File: src/rtl/mlc_pkg.sv
// Shared types and codes for the motion light controller.
// No dependencies; every other file takes names from here by scope.
package mlc_pkg;

    localparam int unsigned LIGHT_W   = 16;
    localparam int unsigned BATT_W    = 16;
    localparam int unsigned THRESH_W  = 16;
    localparam int unsigned LAMP_W    = 24;
    localparam int unsigned HOLD_W    = 16;
    localparam int unsigned SETTLE_W  = 16;
    localparam int unsigned CFG_IDX_W = 3;
    localparam int unsigned CFG_DAT_W = 24;

    // register indices
    localparam logic [CFG_IDX_W-1:0] REG_DARK_THRESH   = 3'd0;
    localparam logic [CFG_IDX_W-1:0] REG_BRIGHT_THRESH = 3'd1;
    localparam logic [CFG_IDX_W-1:0] REG_BATT_LOW      = 3'd2;
    localparam logic [CFG_IDX_W-1:0] REG_LAMP_ON       = 3'd3;
    localparam logic [CFG_IDX_W-1:0] REG_HOLDOFF       = 3'd4;
    localparam logic [CFG_IDX_W-1:0] REG_SETTLE        = 3'd5;

    // lamp action codes
    localparam logic [1:0] LAMP_NONE = 2'd0;
    localparam logic [1:0] LAMP_OFF  = 2'd1;
    localparam logic [1:0] LAMP_ON   = 2'd2;

    // sensor power action codes
    localparam logic [1:0] SENS_NONE    = 2'd0;
    localparam logic [1:0] SENS_ENABLE  = 2'd1;
    localparam logic [1:0] SENS_DISABLE = 2'd2;

    typedef struct packed {
        logic [LIGHT_W-1:0] light_level;
        logic               light_read_failed;
        logic               motion_pulse;
        logic [BATT_W-1:0]  battery_level;
    } t_tick;

    typedef struct packed {
        logic [1:0]        lamp_action;
        logic [BATT_W-1:0] lamp_battery_value;
        logic [1:0]        sensor_power_action;
        logic              battery_led_on;
        logic              locked_out;
    } t_result;

    typedef struct packed {
        logic [THRESH_W-1:0] dark_threshold;
        logic [THRESH_W-1:0] bright_threshold;
        logic [THRESH_W-1:0] battery_low_threshold;
        logic [LAMP_W-1:0]   lamp_on_ticks;
        logic [HOLD_W-1:0]   light_holdoff_ticks;
        logic [SETTLE_W-1:0] motion_settle_ticks;
    } t_cfg;

endpackage

File: src/rtl/mlc_tick_if.sv
// Valid/ready channel carrying one tick word.
// Depends on mlc_pkg for the payload type.
interface mlc_tick_if;
    logic          valid;
    logic          ready;
    mlc_pkg::t_tick payload;

    modport source (output valid, output payload, input ready);
    modport sink   (input valid, input payload, output ready);
endinterface

File: src/rtl/mlc_result_if.sv
// Valid/ready channel carrying one result word.
// Depends on mlc_pkg for the payload type.
interface mlc_result_if;
    logic            valid;
    logic            ready;
    mlc_pkg::t_result payload;

    modport source (output valid, output payload, input ready);
    modport sink   (input valid, input payload, output ready);
endinterface

File: src/rtl/mlc_cfg_regs.sv
// Configuration register file: six write-only registers with reset values.
// Depends on mlc_pkg.
module mlc_cfg_regs (
    input  logic                                i_clk,
    input  logic                                i_rst_n,
    input  logic                                i_cfg_we,
    input  logic [mlc_pkg::CFG_IDX_W-1:0]       i_cfg_idx,
    input  logic [mlc_pkg::CFG_DAT_W-1:0]       i_cfg_data,
    output mlc_pkg::t_cfg                       o_cfg
);

    mlc_pkg::t_cfg r_cfg;

    always_ff @(posedge i_clk) begin
        if (!i_rst_n) begin
            r_cfg.dark_threshold        <= 16'd0;
            r_cfg.bright_threshold      <= 16'hFFFF;
            r_cfg.battery_low_threshold <= 16'd0;
            r_cfg.lamp_on_ticks         <= 24'd1000;
            r_cfg.light_holdoff_ticks   <= 16'd50;
            r_cfg.motion_settle_ticks   <= 16'd200;
        end else if (i_cfg_we) begin
            unique case (i_cfg_idx)
                mlc_pkg::REG_DARK_THRESH:   r_cfg.dark_threshold <= i_cfg_data[15:0];
                mlc_pkg::REG_BRIGHT_THRESH: r_cfg.bright_threshold <= i_cfg_data[15:0];
                mlc_pkg::REG_BATT_LOW:      r_cfg.battery_low_threshold <= i_cfg_data[15:0];
                mlc_pkg::REG_LAMP_ON:       r_cfg.lamp_on_ticks <= i_cfg_data[23:0];
                mlc_pkg::REG_HOLDOFF:       r_cfg.light_holdoff_ticks <= i_cfg_data[15:0];
                mlc_pkg::REG_SETTLE:        r_cfg.motion_settle_ticks <= i_cfg_data[15:0];
                default: ; // unmapped index, ignored
            endcase
        end
    end

    assign o_cfg = r_cfg;

endmodule

File: src/rtl/mlc_tick_core.sv
// Controller state and the single-pass next-state / result logic for one tick.
// Depends on mlc_pkg.
module mlc_tick_core (
    input  logic             i_clk,
    input  logic             i_rst_n,
    input  mlc_pkg::t_cfg    i_cfg,
    input  logic             i_fire,
    input  mlc_pkg::t_tick   i_tick,
    output mlc_pkg::t_result o_result
);

    logic [mlc_pkg::LAMP_W-1:0]   r_lamp_cnt,   n_lamp_cnt;
    logic [mlc_pkg::HOLD_W-1:0]   r_hold_cnt,   n_hold_cnt;
    logic [mlc_pkg::SETTLE_W-1:0] r_settle_cnt, n_settle_cnt;
    logic                         r_armed,      n_armed;
    logic                         r_pending,    n_pending;
    logic                         r_alert,      n_alert;

    logic [mlc_pkg::LAMP_W-1:0]   on_load;
    logic [mlc_pkg::LAMP_W-1:0]   lamp_dec;
    logic                         is_dark;
    logic                         is_bright;
    mlc_pkg::t_result             res;

    assign on_load   = (i_cfg.lamp_on_ticks != '0) ? i_cfg.lamp_on_ticks
                                                   : mlc_pkg::LAMP_W'(1);
    assign lamp_dec  = r_lamp_cnt - mlc_pkg::LAMP_W'(1);
    assign is_dark   = i_tick.light_read_failed
                     | (i_tick.light_level < i_cfg.dark_threshold);
    assign is_bright = i_tick.light_level > i_cfg.bright_threshold;

    always_comb begin
        n_lamp_cnt   = r_lamp_cnt;
        n_hold_cnt   = r_hold_cnt;
        n_settle_cnt = r_settle_cnt;
        n_armed      = r_armed;
        n_pending    = r_pending;
        n_alert      = r_alert;
        res          = '0;

        if (r_alert) begin
            // lockout: report only, state frozen
            res.battery_led_on = 1'b1;
            res.locked_out     = 1'b1;
        end else begin
            if (r_armed && i_tick.motion_pulse) begin
                n_pending = 1'b1;
            end

            // lamp timer / light sensing, first match wins
            if (r_lamp_cnt != '0) begin
                n_lamp_cnt = lamp_dec;
                if (lamp_dec == '0) begin
                    res.lamp_action = mlc_pkg::LAMP_OFF;
                    n_hold_cnt      = i_cfg.light_holdoff_ticks;
                end
            end else if (r_hold_cnt != '0) begin
                n_hold_cnt = r_hold_cnt - mlc_pkg::HOLD_W'(1);
            end else if (is_dark) begin
                if (!r_armed) begin
                    n_armed                 = 1'b1;
                    res.sensor_power_action = mlc_pkg::SENS_ENABLE;
                    n_settle_cnt            = i_cfg.motion_settle_ticks;
                end
            end else if (is_bright) begin
                if (r_armed) begin
                    n_armed                 = 1'b0;
                    res.sensor_power_action = mlc_pkg::SENS_DISABLE;
                    n_pending               = 1'b0;
                end
            end

            // settle delay swallows motion; otherwise act on it
            if (n_settle_cnt != '0) begin
                n_settle_cnt = n_settle_cnt - mlc_pkg::SETTLE_W'(1);
                n_pending    = 1'b0;
            end else if (n_armed && n_pending) begin
                n_pending = 1'b0;
                if (n_lamp_cnt != '0) begin
                    n_lamp_cnt = on_load;
                end else if (i_tick.battery_level < i_cfg.battery_low_threshold) begin
                    res.sensor_power_action = mlc_pkg::SENS_DISABLE;
                    n_armed                 = 1'b0;
                    n_alert                 = 1'b1;
                    n_lamp_cnt              = '0;
                end else begin
                    n_lamp_cnt             = on_load;
                    res.lamp_action        = mlc_pkg::LAMP_ON;
                    res.lamp_battery_value = i_tick.battery_level;
                end
            end

            res.battery_led_on = n_alert;
        end
    end

    always_ff @(posedge i_clk) begin
        if (!i_rst_n) begin
            r_lamp_cnt   <= '0;
            r_hold_cnt   <= '0;
            r_settle_cnt <= '0;
            r_armed      <= 1'b0;
            r_pending    <= 1'b0;
            r_alert      <= 1'b0;
        end else if (i_fire) begin
            r_lamp_cnt   <= n_lamp_cnt;
            r_hold_cnt   <= n_hold_cnt;
            r_settle_cnt <= n_settle_cnt;
            r_armed      <= n_armed;
            r_pending    <= n_pending;
            r_alert      <= n_alert;
        end
    end

    assign o_result = res;

endmodule

File: src/rtl/motion_light_controller_core.sv
// Top level of the motion light controller: input register, tick logic, result register.
// Depends on mlc_pkg, mlc_tick_if, mlc_result_if, mlc_cfg_regs and mlc_tick_core.
//
// Use:
//  - i_tick carries one timer-tick word (light reading, read-error flag, motion
//    pulse, battery reading); o_result returns exactly one result word per tick.
//  - Configuration is a plain write port (i_cfg_we / i_cfg_idx / i_cfg_data);
//    registers 0..5 as listed in mlc_pkg, other indices are ignored. Write only
//    while no tick is in flight.
//  - Path: an accepted word goes from the input register to the result register.
//  - Throughput: one word per cycle while o_result is not held off. The tick is
//    registered, evaluated by one pass of compares and counter decrements against
//    the state registers, and the result is registered; state is updated in the
//    same cycle, so the next word sees it straight away.
//  - Stalls: when o_result is held off, the result register keeps its word and the
//    input register can still take one more word; i_tick.ready drops only when
//    both registers are full.
//  - Reset (synchronous, active low): both registers empty, controller state and
//    configuration back to defaults (lamp off, sensor disarmed, no alert).
//  - Once the battery alert latches, every later tick reports lockout only.
module motion_light_controller_core (
    input  logic                              i_clk,
    input  logic                              i_rst_n,
    input  logic                              i_cfg_we,
    input  logic [mlc_pkg::CFG_IDX_W-1:0]     i_cfg_idx,
    input  logic [mlc_pkg::CFG_DAT_W-1:0]     i_cfg_data,
    mlc_tick_if.sink                          i_tick,
    mlc_result_if.source                      o_result
);

    mlc_pkg::t_cfg    cfg;
    mlc_pkg::t_result step_res;

    logic             r_in_valid;
    mlc_pkg::t_tick   r_in;
    logic             r_out_valid;
    mlc_pkg::t_result r_out;

    logic             out_free;
    logic             fire;

    // result slot is free if empty or being drained this cycle
    assign out_free     = !r_out_valid || o_result.ready;
    assign fire         = r_in_valid && out_free;
    assign i_tick.ready = !r_in_valid || out_free;

    mlc_cfg_regs u_cfg (
        .i_clk      (i_clk),
        .i_rst_n    (i_rst_n),
        .i_cfg_we   (i_cfg_we),
        .i_cfg_idx  (i_cfg_idx),
        .i_cfg_data (i_cfg_data),
        .o_cfg      (cfg)
    );

    mlc_tick_core u_core (
        .i_clk    (i_clk),
        .i_rst_n  (i_rst_n),
        .i_cfg    (cfg),
        .i_fire   (fire),
        .i_tick   (r_in),
        .o_result (step_res)
    );

    // input register
    always_ff @(posedge i_clk) begin
        if (!i_rst_n) begin
            r_in_valid <= 1'b0;
        end else if (i_tick.ready) begin
            r_in_valid <= i_tick.valid;
        end
    end

    always_ff @(posedge i_clk) begin
        if (i_tick.valid && i_tick.ready) begin
            r_in <= i_tick.payload;
        end
    end

    // result register
    always_ff @(posedge i_clk) begin
        if (!i_rst_n) begin
            r_out_valid <= 1'b0;
        end else if (out_free) begin
            r_out_valid <= fire;
        end
    end

    always_ff @(posedge i_clk) begin
        if (fire) begin
            r_out <= step_res;
        end
    end

    assign o_result.valid   = r_out_valid;
    assign o_result.payload = r_out;

endmodule

File: src/flat_wrapper.sv
// flat-port wrapper written by rule: the top's interface ports become plain ports
module motion_light_controller_core_flat 
  (i_clk, i_rst_n, i_cfg_we, i_cfg_idx, i_cfg_data, i_tick_valid, i_tick_payload, i_tick_ready, o_result_valid, o_result_payload, o_result_ready);
  mlc_tick_if i_tick_i ();
  mlc_result_if o_result_i ();
  input  logic i_clk;
  input  logic i_rst_n;
  input  logic i_cfg_we;
  input  logic [mlc_pkg::CFG_IDX_W-1:0] i_cfg_idx;
  input  logic [mlc_pkg::CFG_DAT_W-1:0] i_cfg_data;
  input wire logic [$bits(i_tick_i.valid)-1:0] i_tick_valid;
  input wire logic [$bits(i_tick_i.payload)-1:0] i_tick_payload;
  output wire logic [$bits(i_tick_i.ready)-1:0] i_tick_ready;
  output wire logic [$bits(o_result_i.valid)-1:0] o_result_valid;
  output wire logic [$bits(o_result_i.payload)-1:0] o_result_payload;
  input wire logic [$bits(o_result_i.ready)-1:0] o_result_ready;
  assign i_tick_i.valid = i_tick_valid;
  assign i_tick_i.payload = i_tick_payload;
  assign i_tick_ready = i_tick_i.ready;
  assign o_result_valid = o_result_i.valid;
  assign o_result_payload = o_result_i.payload;
  assign o_result_i.ready = o_result_ready;
  motion_light_controller_core u_core (.i_clk(i_clk), .i_rst_n(i_rst_n), .i_cfg_we(i_cfg_we), .i_cfg_idx(i_cfg_idx), .i_cfg_data(i_cfg_data), .i_tick(i_tick_i), .o_result(o_result_i));
endmodule
File: config.mk
export PLATFORM = sky130hd
export DESIGN_NAME = motion_light_controller_core_flat
export DESIGN_NICKNAME = d
export VERILOG_FILES = /design/src/rtl/mlc_pkg.sv /design/src/rtl/mlc_tick_if.sv /design/src/rtl/mlc_result_if.sv /design/src/rtl/mlc_cfg_regs.sv /design/src/rtl/mlc_tick_core.sv /design/src/rtl/motion_light_controller_core.sv /design/src/flat_wrapper.sv
export SDC_FILE = /design/constraint.sdc
export NUM_CORES = 1
export LEC_CHECK = 0
export ABC_AREA = 1
export BUFFER_PORTS_ARGS = -buffer_cell sky130_fd_sc_hd__buf_2
export CAP_MARGIN = 20
export CORE_UTILIZATION = 65
export DETAILED_ROUTE_END_ITERATION = 8
export HOLD_SLACK_MARGIN = 0.12
export PLACE_DENSITY = 0.9
export SYNTH_ARGS = -nofsm -noshare
export SYNTH_HDL_FRONTEND = slang
export SYNTH_SLANG_ARGS = --single-unit
File: constraint.sdc
create_clock -name i_clk -period 5 [get_ports i_clk]
set_input_delay 0.75 -clock i_clk [delete_from_list [all_inputs] [get_ports i_clk]]
set_output_delay 0.75 -clock i_clk [all_outputs]
set_load 0.005 [all_outputs]
==> out/summary.txt, run 1 <==
==================================================================================================
Remaining number of nets flagged by the antenna check after routing                              0
Worst-Margin Slew                                                                          1.10 ns
GRT met2 Usage                                                                               60.8%
Count of pins on the block boundary                                                             90
Worst-path cell chain                                                                 inv_1 > ha_1 > nand3_4 > nor2_4 > nand3_2 > o21ai_0 > nor2_1 > nand3_1 > nor2_2 > buf_4 > nand2_1 > nand2_1 > nand2_1 > nand2_1 > nand2_1 > nand3_1 > nand2_1 > nand2_1 > a21oi_1
Count of unique library cells instantiated by Yosys                                             46
CP Class                                                                              flop to flop
Clock buffers created by TritonCTS                                                              23
Combined area of all synthesized cells                                                  12700 um^2
Number of buffers inserted to repair setup after CTS                                             0
Final critical-path required period                                                        4.44 ns
Clock sink total                                                                               221
Die Outline Area                                                                        20200 um^2
Number of flip-flops and latches in the synthesized netlist                                    221
Peak clock frequency supported by timing                                                 0.225 GHz
CTS tree                                                                                      done
Final count of hold timing violations                                                            0
Syn Inst Count                                                                                1815
Min-Delay Path Class                                                                  primary input to flop
Vias per cell                                                                                 5.83
Post-cts repair resize count                                                                     0
Height of the chip                                                                          142 um
Finish-stage setup viols                                                                         0
Layer with the highest usage after global routing                                             met2
Status                                                                                finished, final reports clean
Top cell family by delay on the critical path                                         simple AND/OR/NAND/NOR gates
Deepest level of the CTS H-tree                                                                  1
DRC violation count after routing                                                                0
Worst-case hold path end point                                                        u_core.r_in[21]
Met1 routing resource usage after global routing                                             42.4%
Total Negative Setup Slacks                                                                   0 ns
Sum of overflow across all layers after global routing                                           0
Met3 track utilization from global routing                                                   6.70%
Max transition margin                                                                        26.3%
Unrepaired setup endpoints after global routing                                              false
Req. time, crit path                                                                       5.42 ns
Commonest non-fill, non-tap cells in the layout                                       sky130_fd_sc_hd__nand2_1 (502), sky130_fd_sc_hd__inv_1 (228), sky130_fd_sc_hd__dfxtp_1 (165)
Pre-CTS setup slack                                                                       0.715 ns
Synthesized area per cell                                                                7.02 um^2
Min-delay src                                                                         i_tick_payload[21]
DR WL/cell                                                                                 16.5 um
Period utilisation layout                                                                    88.9%
Count of buffers from port buffering                                                            89
End of the worst register-to-register path                                            u_core.u_core.r_lamp_cnt[5]
Worst Reg-to-Reg Cells                                                                          19
Max cap viols                                                                                    0
CP max FO                                                                                       51
Delay of the slowest cell on the worst path                                                0.71 ns
Worst path arrival time                                                                    4.87 ns
Library cell contributing the largest single delay on the critical path               sky130_fd_sc_hd__nand3_2
Routability cong.                                                                            0.947
Setup slack, reg-to-reg                                                                    0.56 ns
Post-layout net count                                                                         1981
Routed wire length                                                                        35400 um
Clock transition time at the flip-flop clock pins of the worst setup and hold paths        0.07 ns
Part of the Yosys area used for sequential elements                                          39.1%
Most common library cell in the layout ignoring fill and taps                         sky130_fd_sc_hd__nand2_1
Synthesis Warnings                                                                               0
Root buf cell                                                                         sky130_fd_sc_hd__clkbuf_16
Number of pins exceeding their max-slew limit in the final report                                0
Dpl hpwl                                                                                  24300 um
Ys async rst share                                                                              0%
Worst Skew                                                                               0.0131 ns
Syn Nets                                                                                      1932
Startpoint type of the worst setup path                                                       flop
Number of DRC markers after the initial detailed-route iteration                              1160
Post-CTS Hold Buffers                                                                            0
Vias in the first global route                                                               11700
Number of enable-type register cells in the synthesized netlist                                 56
Ratio of cells with drive above 1 in the final layout                                        10.5%
Sum of buffers and inverters on the critical path                                                2
Core area                                                                               19000 um^2
Maximum buffer depth of the clock tree                                                           3
Crit path setup slack, layout                                                             0.556 ns
Type of element capturing the critical path                                                   flop
Count of standard-cell rows                                                                     50
Largest net degree at the start of global routing                                               68
Layout area overhead                                                                         10.1%
Starting density of the core                                                                 67.2%
Die outline width                                                                           142 um
Global-route wire length before repair                                                    57100 um
1st-pass router iterations                                                                       6
Initial antenna violation count                                                                  0
Most common cell on crit path                                                         sky130_fd_sc_hd__nand2_1
Ys flop type                                                                          sky130_fd_sc_hd__dfxtp_1
Overall routing resource usage                                                               35.4%
Critical register-to-register path startpoint                                         u_core.u_core.r_lamp_cnt[0]
Count of vias placed by the detailed router                                                  12500
Hold Path Cell Cnt                                                                               1
Fill cell total of the finished layout                                                        1431
Clk_lat worst skew                                                                         0.51 ns
==================================================================================================
routing by layer:
layer  share of wire [%]  vias up  wire length [um]
met4                 4.9        0              1720
met3                 8.5      136              3000
met1                  39     5779             13800
met5                   0        -                 0
met2                  48      565             16800
li1                    -     5992                 -
layout make-up:
cell class                 instances  area, um^2  area share [%]
timing repair buffer             100         556            3.96
sequential                       221        4980            35.5
multi-input combinational       1279        6510            46.4
antenna                            1        2.50          0.0178
clock inverter                     8         100           0.713
clock buffer                      32         659            4.70
tap                              260         325            2.32
inverter                         239         897            6.39
flip-flops by register name, summed over array words and instances, names as in the netlist:
signal / cells
u_core.u_core.r_hold_cnt: 16
u_core.u_core.r_lamp_cnt: 24
u_core.r_in: 34
u_core.u_core.r_pending: 1
u_core.u_cfg.o_cfg: 104
u_core.o_result.valid: 1
u_core.r_in_valid: 1
u_core.u_core.r_settle_cnt: 16
u_core.o_result.payload: 22
u_core.u_core.r_armed: 1
u_core.u_core.r_alert: 1
synth_stat cells, types with 4 or more instances:
cell / count / area (um^2)
sky130_fd_sc_hd__a211oi_1: 9 / 67.6
sky130_fd_sc_hd__nand2_2: 5 / 31.3
sky130_fd_sc_hd__a21oi_1: 136 / 681
sky130_fd_sc_hd__buf_6: 5 / 56.3
sky130_fd_sc_hd__a31oi_1: 7 / 43.8
sky130_fd_sc_hd__ha_1: 51 / 638
sky130_fd_sc_hd__nor3_1: 20 / 100
sky130_fd_sc_hd__inv_1: 228 / 856
sky130_fd_sc_hd__edfxtp_1: 56 / 1680
sky130_fd_sc_hd__o211ai_1: 19 / 143
sky130_fd_sc_hd__xnor2_1: 6 / 52.6
sky130_fd_sc_hd__nand2_4: 4 / 45.0
sky130_fd_sc_hd__nand4_1: 43 / 269
sky130_fd_sc_hd__dfxtp_1: 165 / 3300
sky130_fd_sc_hd__clkbuf_1: 47 / 176
sky130_fd_sc_hd__nand3_4: 4 / 70.1
sky130_fd_sc_hd__nand2_1: 502 / 1880
sky130_fd_sc_hd__buf_4: 4 / 30.0
sky130_fd_sc_hd__nor4_1: 13 / 81.3
sky130_fd_sc_hd__nand3b_1: 6 / 45.0
sky130_fd_sc_hd__nor2_1: 166 / 623
sky130_fd_sc_hd__nand3_1: 102 / 510
sky130_fd_sc_hd__xor2_1: 13 / 114
sky130_fd_sc_hd__o21ai_0: 123 / 616
sky130_fd_sc_hd__buf_2: 19 / 95.1
sky130_fd_sc_hd__inv_2: 9 / 33.8
sky130_fd_sc_hd__nor3_2: 10 / 100
sky130_fd_sc_hd__nor2_2: 7 / 43.8
sky130_fd_sc_hd__nor2_4: 13 / 146
how the worst max path moves through the flow:
stage                                      startpoint                            to  slack (ns)  cells after the start
after floorplan           u_core.u_core.r_lamp_cnt[0]   u_core.o_result.payload[11]        2.03                     17
after global placement    u_core.u_core.r_lamp_cnt[0]   u_core.u_core.r_lamp_cnt[6]        0.93                     19
after detailed placement  u_core.u_core.r_lamp_cnt[0]   u_core.u_core.r_lamp_cnt[5]        0.71                     19
after CTS                 u_core.u_core.r_lamp_cnt[0]   u_core.u_core.r_lamp_cnt[4]        0.68                     19
after global routing      u_core.u_core.r_lamp_cnt[0]  u_core.u_core.r_lamp_cnt[18]        0.01                     19
final                     u_core.u_core.r_lamp_cnt[0]   u_core.u_core.r_lamp_cnt[5]        0.56                     19
logic make-up (layout without fill, tap and decap cells):
| family | after synthesis | count (layout) | synth area share (%) |
|---|---|---|---|
| and+or+nand+nor | 905 | 905 | 31.9 |
| adders and majority gates | 51 | 51 | 5.01 |
| other | 0 | 1 | 0 |
| DFF | 221 | 221 | 39.1 |
| xor gates and xnor gates | 19 | 19 | 1.31 |
| buffers and inverters | 315 | 379 | 9.88 |
| AOI/OAI and AO/OA | 304 | 304 | 12.8 |
metrics by stage:
| step | utilization [%] | area, um^2 | hold WS, ns | instances |
|---|---|---|---|---|
| 2_1_floorplan | - | 12700 | 0.429 | 1815 |
| 3_3_place_gp | 69.8 | 13200 | 0.441 | 2097 |
| 3_5_place_dp | 69.8 | 13200 | 0.450 | 2097 |
| 4_1_cts | 73.8 | 14000 | 0.398 | 2137 |
| 5_1_grt | 74.0 | 14000 | 0.395 | 2139 |
| 6_report | 74.0 | 14000 | 0.407 | 2140 |
Power of run 1 is left out: the tool's default activity adds up to more than one toggle a clock period on the data nets, which glitch-free logic cannot reach.
==> inputs of run 2 (changes only) <==
--- a/config.mk
+++ b/config.mk
@@ -14,4 +14,5 @@
 export PLACE_DENSITY = 0.9
 export SYNTH_ARGS = -nofsm -noshare
 export SYNTH_HDL_FRONTEND = slang
+export SYNTH_HIERARCHICAL = 1
 export SYNTH_SLANG_ARGS = --single-unit
==> out/summary.txt, run 2 <==
==================================================================================================
Height of the chip                                                                          144 um
Global-route wire length before repair                                                    56900 um
Biggest area consumer among synthesized cells                                         sky130_fd_sc_hd__dfxtp_1
Worst path arrival time                                                                    4.72 ns
Flip-flop count of the largest register, all copies and words added                            104
Count of pins on the block boundary                                                             90
Total Negative Setup Slacks                                                                   0 ns
Part of the Yosys area used for sequential elements                                          38.1%
Layout area overhead                                                                         9.67%
Max cap viols                                                                                    0
Ratio of cells with drive above 1 in the final layout                                        10.7%
Pwr per Cell Area                                                                      405 nW/um^2
Hold_ws                                                                                   0.377 ns
Sum of overflow across all layers after global routing                                           0
Ys async rst share                                                                              0%
Commonest non-fill, non-tap cells in the layout                                       sky130_fd_sc_hd__nand2_1 (546), sky130_fd_sc_hd__nor2_1 (267), sky130_fd_sc_hd__inv_1 (217)
Net load switching power                                                                 0.00224 W
Synthesis Warnings                                                                               6
Setup crit start                                                                      u_core/r_in[21]
Ys flop type                                                                          sky130_fd_sc_hd__dfxtp_1
Core area                                                                               19600 um^2
Max transition margin                                                                        34.4%
Routability cong.                                                                            0.991
Count of vias placed by the detailed router                                                  12900
Top post-synthesis cells by area                                                      sky130_fd_sc_hd__dfxtp_1 (25%), sky130_fd_sc_hd__nand2_1 (16%), sky130_fd_sc_hd__edfxtp_1 (13%)
Initial antenna violation count                                                                  0
Number of flip-flops and latches in the synthesized netlist                                    221
Die Outline Area                                                                        20700 um^2
Combinational cell fraction of total power                                                   35.1%
Syn Inst Count                                                                                1905
Post-cts repair resize count                                                                     0
Unrepaired setup endpoints after global routing                                              false
Switching Share                                                                              38.6%
Final count of hold timing violations                                                            0
Syn Nets                                                                                      2022
Dpl hpwl                                                                                  24700 um
Clock sink total                                                                               221
Count of standard-cell rows                                                                     51
Combined area of all synthesized cells                                                  13100 um^2
Total internal power                                                                     0.00357 W
Vias per cell                                                                                 5.77
Count of unique library cells instantiated by Yosys                                             45
Clock transition time at the flip-flop clock pins of the worst setup and hold paths        0.07 ns
Number of enable-type register cells in the synthesized netlist                                 56
1st-pass router iterations                                                                       5
Remaining number of nets flagged by the antenna check after routing                              0
Synthesized area per cell                                                                6.86 um^2
Status                                                                                finished, final reports clean
CP Class                                                                              flop to flop
Type of element capturing the critical path                                                   flop
Routed wire length                                                                        35900 um
Number of DRC markers after the initial detailed-route iteration                              1520
Leakage Power                                                                              7.06 nW
Count of buffers from port buffering                                                            89
Starting density of the core                                                                 66.7%
Clock buffers created by TritonCTS                                                              24
Clk_lat worst skew                                                                         0.54 ns
Deepest level of the CTS H-tree                                                                  1
Final antenna diode count                                                                        0
DR WL/cell                                                                                 16.0 um
Sequential fraction of design power                                                          34.6%
Leading cell types by count after synthesis                                           sky130_fd_sc_hd__nand2_1 (546), sky130_fd_sc_hd__nor2_1 (267), sky130_fd_sc_hd__inv_1 (217)
Number of buffers inserted to repair setup after CTS                                             0
Die outline width                                                                           144 um
Post-layout net count                                                                         2072
Worst voltage drop across the vdd grid                                                    0.327 mV
Req. time, crit path                                                                       5.41 ns
Post-CTS Hold Buffers                                                                            0
Number of pins exceeding their max-slew limit in the final report                                0
Period utilisation layout                                                                    86.1%
Worst Skew                                                                               0.0306 ns
CP max FO                                                                                       25
Finish-stage setup viols                                                                         0
DRC violation count after routing                                                                0
Share of the synthesized area in the top cell type                                           25.3%
Vias in the first global route                                                               11800
Startpoint type of the worst setup path                                                       flop
Final critical-path required period                                                        4.30 ns
Worst-Margin Slew                                                                         0.983 ns
CTS tree                                                                                      done
Critical register-to-register path startpoint                                         u_core/r_in[21]
Clock share of power                                                                         30.4%
Most common library cell in the layout ignoring fill and taps                         sky130_fd_sc_hd__nand2_1
Min-Delay Path Class                                                                  primary input to flop
Most instantiated library cell after synthesis                                        sky130_fd_sc_hd__nand2_1
Min-delay src                                                                         i_tick_payload[22]
Overall routing resource usage                                                               34.6%
Largest net degree at the start of global routing                                               69
Maximum buffer depth of the clock tree                                                           3
Peak clock frequency supported by timing                                                 0.232 GHz
Root buf cell                                                                         sky130_fd_sc_hd__clkbuf_16
==================================================================================================
==> run 2: cell count changes after synthesis, sizes merged, moves of 8 or more <==
cell / previous run / this run
buf: 29 / 45
nor4: 13 / 5
inv: 237 / 226
nor2: 188 / 301
nand2: 511 / 562
o21ai: 126 / 48
a21oi: 136 / 86
nand3: 107 / 187
clkbuf: 47 / 31
o211ai: 19 / 0
==> run 2: metrics by stage <==
stage | cells | power [W] | setup WS (ns) | cell area (um^2) | util [%]
after floorplan | 1905 | 0.00357 | 1.76 | 13100 | -
after global placement | 2192 | 0.00396 | 0.997 | 13500 | 69.0
after detailed placement | 2192 | 0.00400 | 0.965 | 13500 | 69.0
after CTS | 2236 | 0.00576 | 0.902 | 14300 | 73.0
after global routing | 2238 | 0.00614 | 0.441 | 14300 | 73.1
final | 2238 | 0.00581 | 0.696 | 14300 | 73.1
==> run 2: cell families after synthesis <==
family	synth area share, %
xor+xnor	1.27
fa+ha+maj	4.88
compound gates	6.11
flops	38.1
buf+inv	9.78
simple gates	39.3
mux	0.460
==> run 2: path summary, 6_finish.rpt <==
path,cells after the start,slack [ns],endpoint
setup / recovery,20,0.70,u_core/u_core/r_settle_cnt[0]
setup reg to reg,20,0.70,u_core/u_core/r_settle_cnt[0]
hold / removal,1,0.38,u_core/r_in[22]
hold reg to reg,2,0.47,u_core/u_cfg/o_cfg[87]
==> run 2: cell type report <==
cell class,instances,area (um^2)
clock buffers,35,672
clock inverters,9,115
fillers,1523,5260
inverters,230,865
multi-input cells,1378,6810
flip-flops and latches,221,4980
well taps,265,332
repair buffers,100,551
==> run 2: critical path, cell delays in order (launching register included) <==
cell and delay (ns):
sky130_fd_sc_hd__edfxtp_1 0.41, sky130_fd_sc_hd__ha_1 0.32, sky130_fd_sc_hd__a21oi_1 0.18, sky130_fd_sc_hd__nand2_1 0.12
sky130_fd_sc_hd__nand2_1 0.11, sky130_fd_sc_hd__nand2_1 0.09, sky130_fd_sc_hd__nand2_1 0.07, sky130_fd_sc_hd__nand2_1 0.09
sky130_fd_sc_hd__nand2_1 0.55, sky130_fd_sc_hd__nand3_4 0.34, sky130_fd_sc_hd__nand2_1 0.13, sky130_fd_sc_hd__nand2_1 0.10
sky130_fd_sc_hd__inv_2 0.14, sky130_fd_sc_hd__ha_1 0.22, sky130_fd_sc_hd__nand3_1 0.14, sky130_fd_sc_hd__nor2_4 0.46
sky130_fd_sc_hd__nand2_4 0.31, sky130_fd_sc_hd__nand2_1 0.15, sky130_fd_sc_hd__nand2_1 0.07, sky130_fd_sc_hd__o21ai_1 0.12
sky130_fd_sc_hd__inv_1 0.04
==> run 2: layer usage <==
metal	vias up	track usage, %	wire length [um]
met5	-	0	0
met4	0	14.8	1680
met3	136	5.66	3360
met2	704	57.7	16700
met1	5881	44.1	14100
li1	6194	-	-
==> run 2: power by group through the flow <==
stage	clock network, W	logic [W]	registers [W]
3_3_place_gp	0	0.00192	0.00204
4_1_cts	0.00178	0.00198	0.00200
2_1_floorplan	0	0.00155	0.00202
6_report	0.00176	0.00204	0.00201
5_1_grt	0.00185	0.00227	0.00202
3_5_place_dp	0	0.00196	0.00204
No activity file was read; power rests on OpenSTA's default activity.
==> inputs of run 3 (changes only) <==
--- a/config.mk
+++ b/config.mk
@@ -6,12 +6,13 @@
 export NUM_CORES = 1
 export LEC_CHECK = 0
 export ABC_AREA = 1
-export BUFFER_PORTS_ARGS = -buffer_cell sky130_fd_sc_hd__buf_2
+export BUFFER_PORTS_ARGS = -buffer_cell sky130_fd_sc_hd__buf_4
 export CAP_MARGIN = 20
-export CORE_UTILIZATION = 65
+export CORE_UTILIZATION = 53
 export DETAILED_ROUTE_END_ITERATION = 8
+export GPL_TIMING_DRIVEN = 0
 export HOLD_SLACK_MARGIN = 0.12
-export PLACE_DENSITY = 0.9
+export PLACE_DENSITY = 0.76
 export SYNTH_ARGS = -nofsm -noshare
 export SYNTH_HDL_FRONTEND = slang
 export SYNTH_HIERARCHICAL = 1
==> out/summary.txt, run 3 (same netlist as run 2, synthesis figures left out) <==
==================================================================================================
Status                                                                                finished, final reports clean
Sum of overflow across all layers after global routing                                           0
DR WL/cell                                                                                 15.7 um
Max transition margin                                                                        49.6%
Most common library cell in the layout ignoring fill and taps                         sky130_fd_sc_hd__nand2_1
Library cell contributing the largest single delay on the critical path               sky130_fd_sc_hd__edfxtp_1
Die outline width                                                                           159 um
Unrepaired setup endpoints after global routing                                              false
Min-Delay Path Class                                                                  primary input to flop
Finish-stage setup viols                                                                         0
Maximum buffer depth of the clock tree                                                           3
Sum of buffers and inverters on the critical path                                                2
Count of standard-cell rows                                                                     57
Net load switching power                                                                 0.00232 W
CTS tree                                                                                      done
Total Negative Setup Slacks                                                                   0 ns
Final critical-path required period                                                        3.95 ns
Final antenna diode count                                                                        0
Core area                                                                               24200 um^2
Clock sink total                                                                               221
CP Class                                                                              flop to flop
DRC violation count after routing                                                                0
Worst-path cell chain                                                                 ha_1 > a21oi_1 > o21a_1 > nand2_1 > nand2_1 > nand2_1 > nand2_1 > clkbuf_1 > nand4_1 > nand2_1 > ha_1 > nand3_1 > nor2_4 > nand2_4 > buf_2 > nand2_1 > nand2_1 > nand2_1 > a21oi_1
Clock transition time at the flip-flop clock pins of the worst setup and hold paths        0.06 ns
Clock share of power                                                                         31.4%
Deepest level of the CTS H-tree                                                                  1
Worst Skew                                                                               0.0160 ns
Count of vias placed by the detailed router                                                  12600
Flip-flop count of the largest register, all copies and words added                            104
Fill cell total of the finished layout                                                        2303
Routed wire length                                                                        37200 um
Worst-Margin Slew                                                                         0.756 ns
Clk_lat worst skew                                                                         0.54 ns
Clock buffers created by TritonCTS                                                              25
Worst path arrival time                                                                    4.34 ns
Number of DRC markers after the initial detailed-route iteration                               939
Routability cong.                                                                            0.969
Max cap viols                                                                                    0
Post-CTS Hold Buffers                                                                            0
Post-cts repair resize count                                                                     0
Remaining number of nets flagged by the antenna check after routing                              0
Height of the chip                                                                          159 um
1st-pass router iterations                                                                       8
Count of pins on the block boundary                                                             90
Initial antenna violation count                                                                  0
Leakage Power                                                                              7.38 nW
Combinational cell fraction of total power                                                   35.5%
Starting density of the core                                                                 53.9%
Startpoint type of the worst setup path                                                       flop
Overall routing resource usage                                                               29.2%
Number of buffers inserted to repair setup after CTS                                             0
Final count of hold timing violations                                                            0
CP max FO                                                                                       10
Period utilisation layout                                                                    79.0%
Die Outline Area                                                                        25300 um^2
Layout area overhead                                                                         15.2%
Dpl hpwl                                                                                  29000 um
Pre-CTS setup slack                                                                        1.12 ns
Req. time, crit path                                                                       5.39 ns
Commonest non-fill, non-tap cells in the layout                                       sky130_fd_sc_hd__nand2_1 (546), sky130_fd_sc_hd__nor2_1 (267), sky130_fd_sc_hd__inv_1 (217)
Vias per cell                                                                                 5.34
Crit path setup slack, layout                                                              1.05 ns
Delay of the slowest cell on the worst path                                                0.42 ns
Sequential fraction of design power                                                          33.1%
Worst voltage drop across the vdd grid                                                    0.416 mV
Count of buffers from port buffering                                                            89
Largest net degree at the start of global routing                                               27
Vias in the first global route                                                               11900
Most common cell on crit path                                                         sky130_fd_sc_hd__nand2_1
Total internal power                                                                     0.00374 W
Peak clock frequency supported by timing                                                 0.253 GHz
Type of element capturing the critical path                                                   flop
Root buf cell                                                                         sky130_fd_sc_hd__clkbuf_16
Pwr per Cell Area                                                                      402 nW/um^2
Top cell family by delay on the critical path                                         simple AND/OR/NAND/NOR gates
Ratio of cells with drive above 1 in the final layout                                        12.1%
Post-layout net count                                                                         2140
Global-route wire length before repair                                                    59500 um
Number of pins exceeding their max-slew limit in the final report                                0
Switching Share                                                                              38.2%
==================================================================================================
run 3: cell types whose count changed in the layout (fill, tap and decap cells not counted), moves of 3 or more:
| cell | change |
|---|---|
| sky130_fd_sc_hd__buf_2 | -69 |
| sky130_fd_sc_hd__buf_1 | +7 |
| sky130_fd_sc_hd__buf_6 | +6 |
| sky130_fd_sc_hd__clkbuf_16 | +3 |
| sky130_fd_sc_hd__clkbuf_1 | +28 |
| sky130_fd_sc_hd__buf_4 | +92 |
| sky130_fd_sc_hd__clkinv_1 | -4 |
run 3: per-stage QoR:
step	hold slack [ns]	instances	util, %	power, W	instance area, um^2
2_1_floorplan	0.429	1905	-	0.00357	13100
3_3_place_gp	0.444	2318	58.3	0.00412	14100
3_5_place_dp	0.451	2320	58.5	0.00415	14200
4_1_cts	0.366	2366	62.1	0.00605	15100
5_1_grt	0.366	2366	62.1	0.00642	15100
6_report	0.380	2366	62.1	0.00606	15100
run 3: area by class of cell:
| cell class | instances | area (um^2) | share of cell area (%) |
|---|---|---|---|
| clock buffers | 37 | 747 | 4.96 |
| repair buffers | 91 | 711 | 4.72 |
| clock inverters | 9 | 118 | 0.781 |
| plain buffers | 76 | 413 | 2.74 |
| inverters | 230 | 865 | 5.74 |
| multi-input cells | 1378 | 6810 | 45.2 |
| flip-flops and latches | 221 | 4980 | 33.1 |
| well taps | 324 | 405 | 2.69 |
run 3: power groups by stage:
stage          sequential [W]  clock, W  combinational (W)
2_1_floorplan         0.00202         0            0.00155
3_3_place_gp          0.00204         0            0.00208
3_5_place_dp          0.00204         0            0.00211
4_1_cts               0.00200   0.00193            0.00212
5_1_grt               0.00202   0.00201            0.00239
6_report              0.00201   0.00190            0.00215
run 3: metal layers:
metal	vias up	global-route usage (%)	routed length (um)	share of wire, %
met5	-	0	0	0
met4	0	12.2	1340	3.6
met3	84	3.39	2170	5.8
met2	398	49.4	17500	47
met1	5819	37.7	16200	44
li1	6337	-	-	-
run 3: worst paths after layout:
path	from	endpoint	slack [ns]	cells past startpoint
worst min-delay path	i_tick_payload[6]	u_core/r_in[6]	0.38	1
worst max register to register	u_core/r_in[25]	u_core/u_core/r_lamp_cnt[15]	1.05	19
worst max-delay path	u_core/r_in[25]	u_core/u_core/r_lamp_cnt[15]	1.05	19
worst min register to register	u_core/u_cfg/o_cfg[41]	u_core/u_cfg/o_cfg[41]	0.46	2
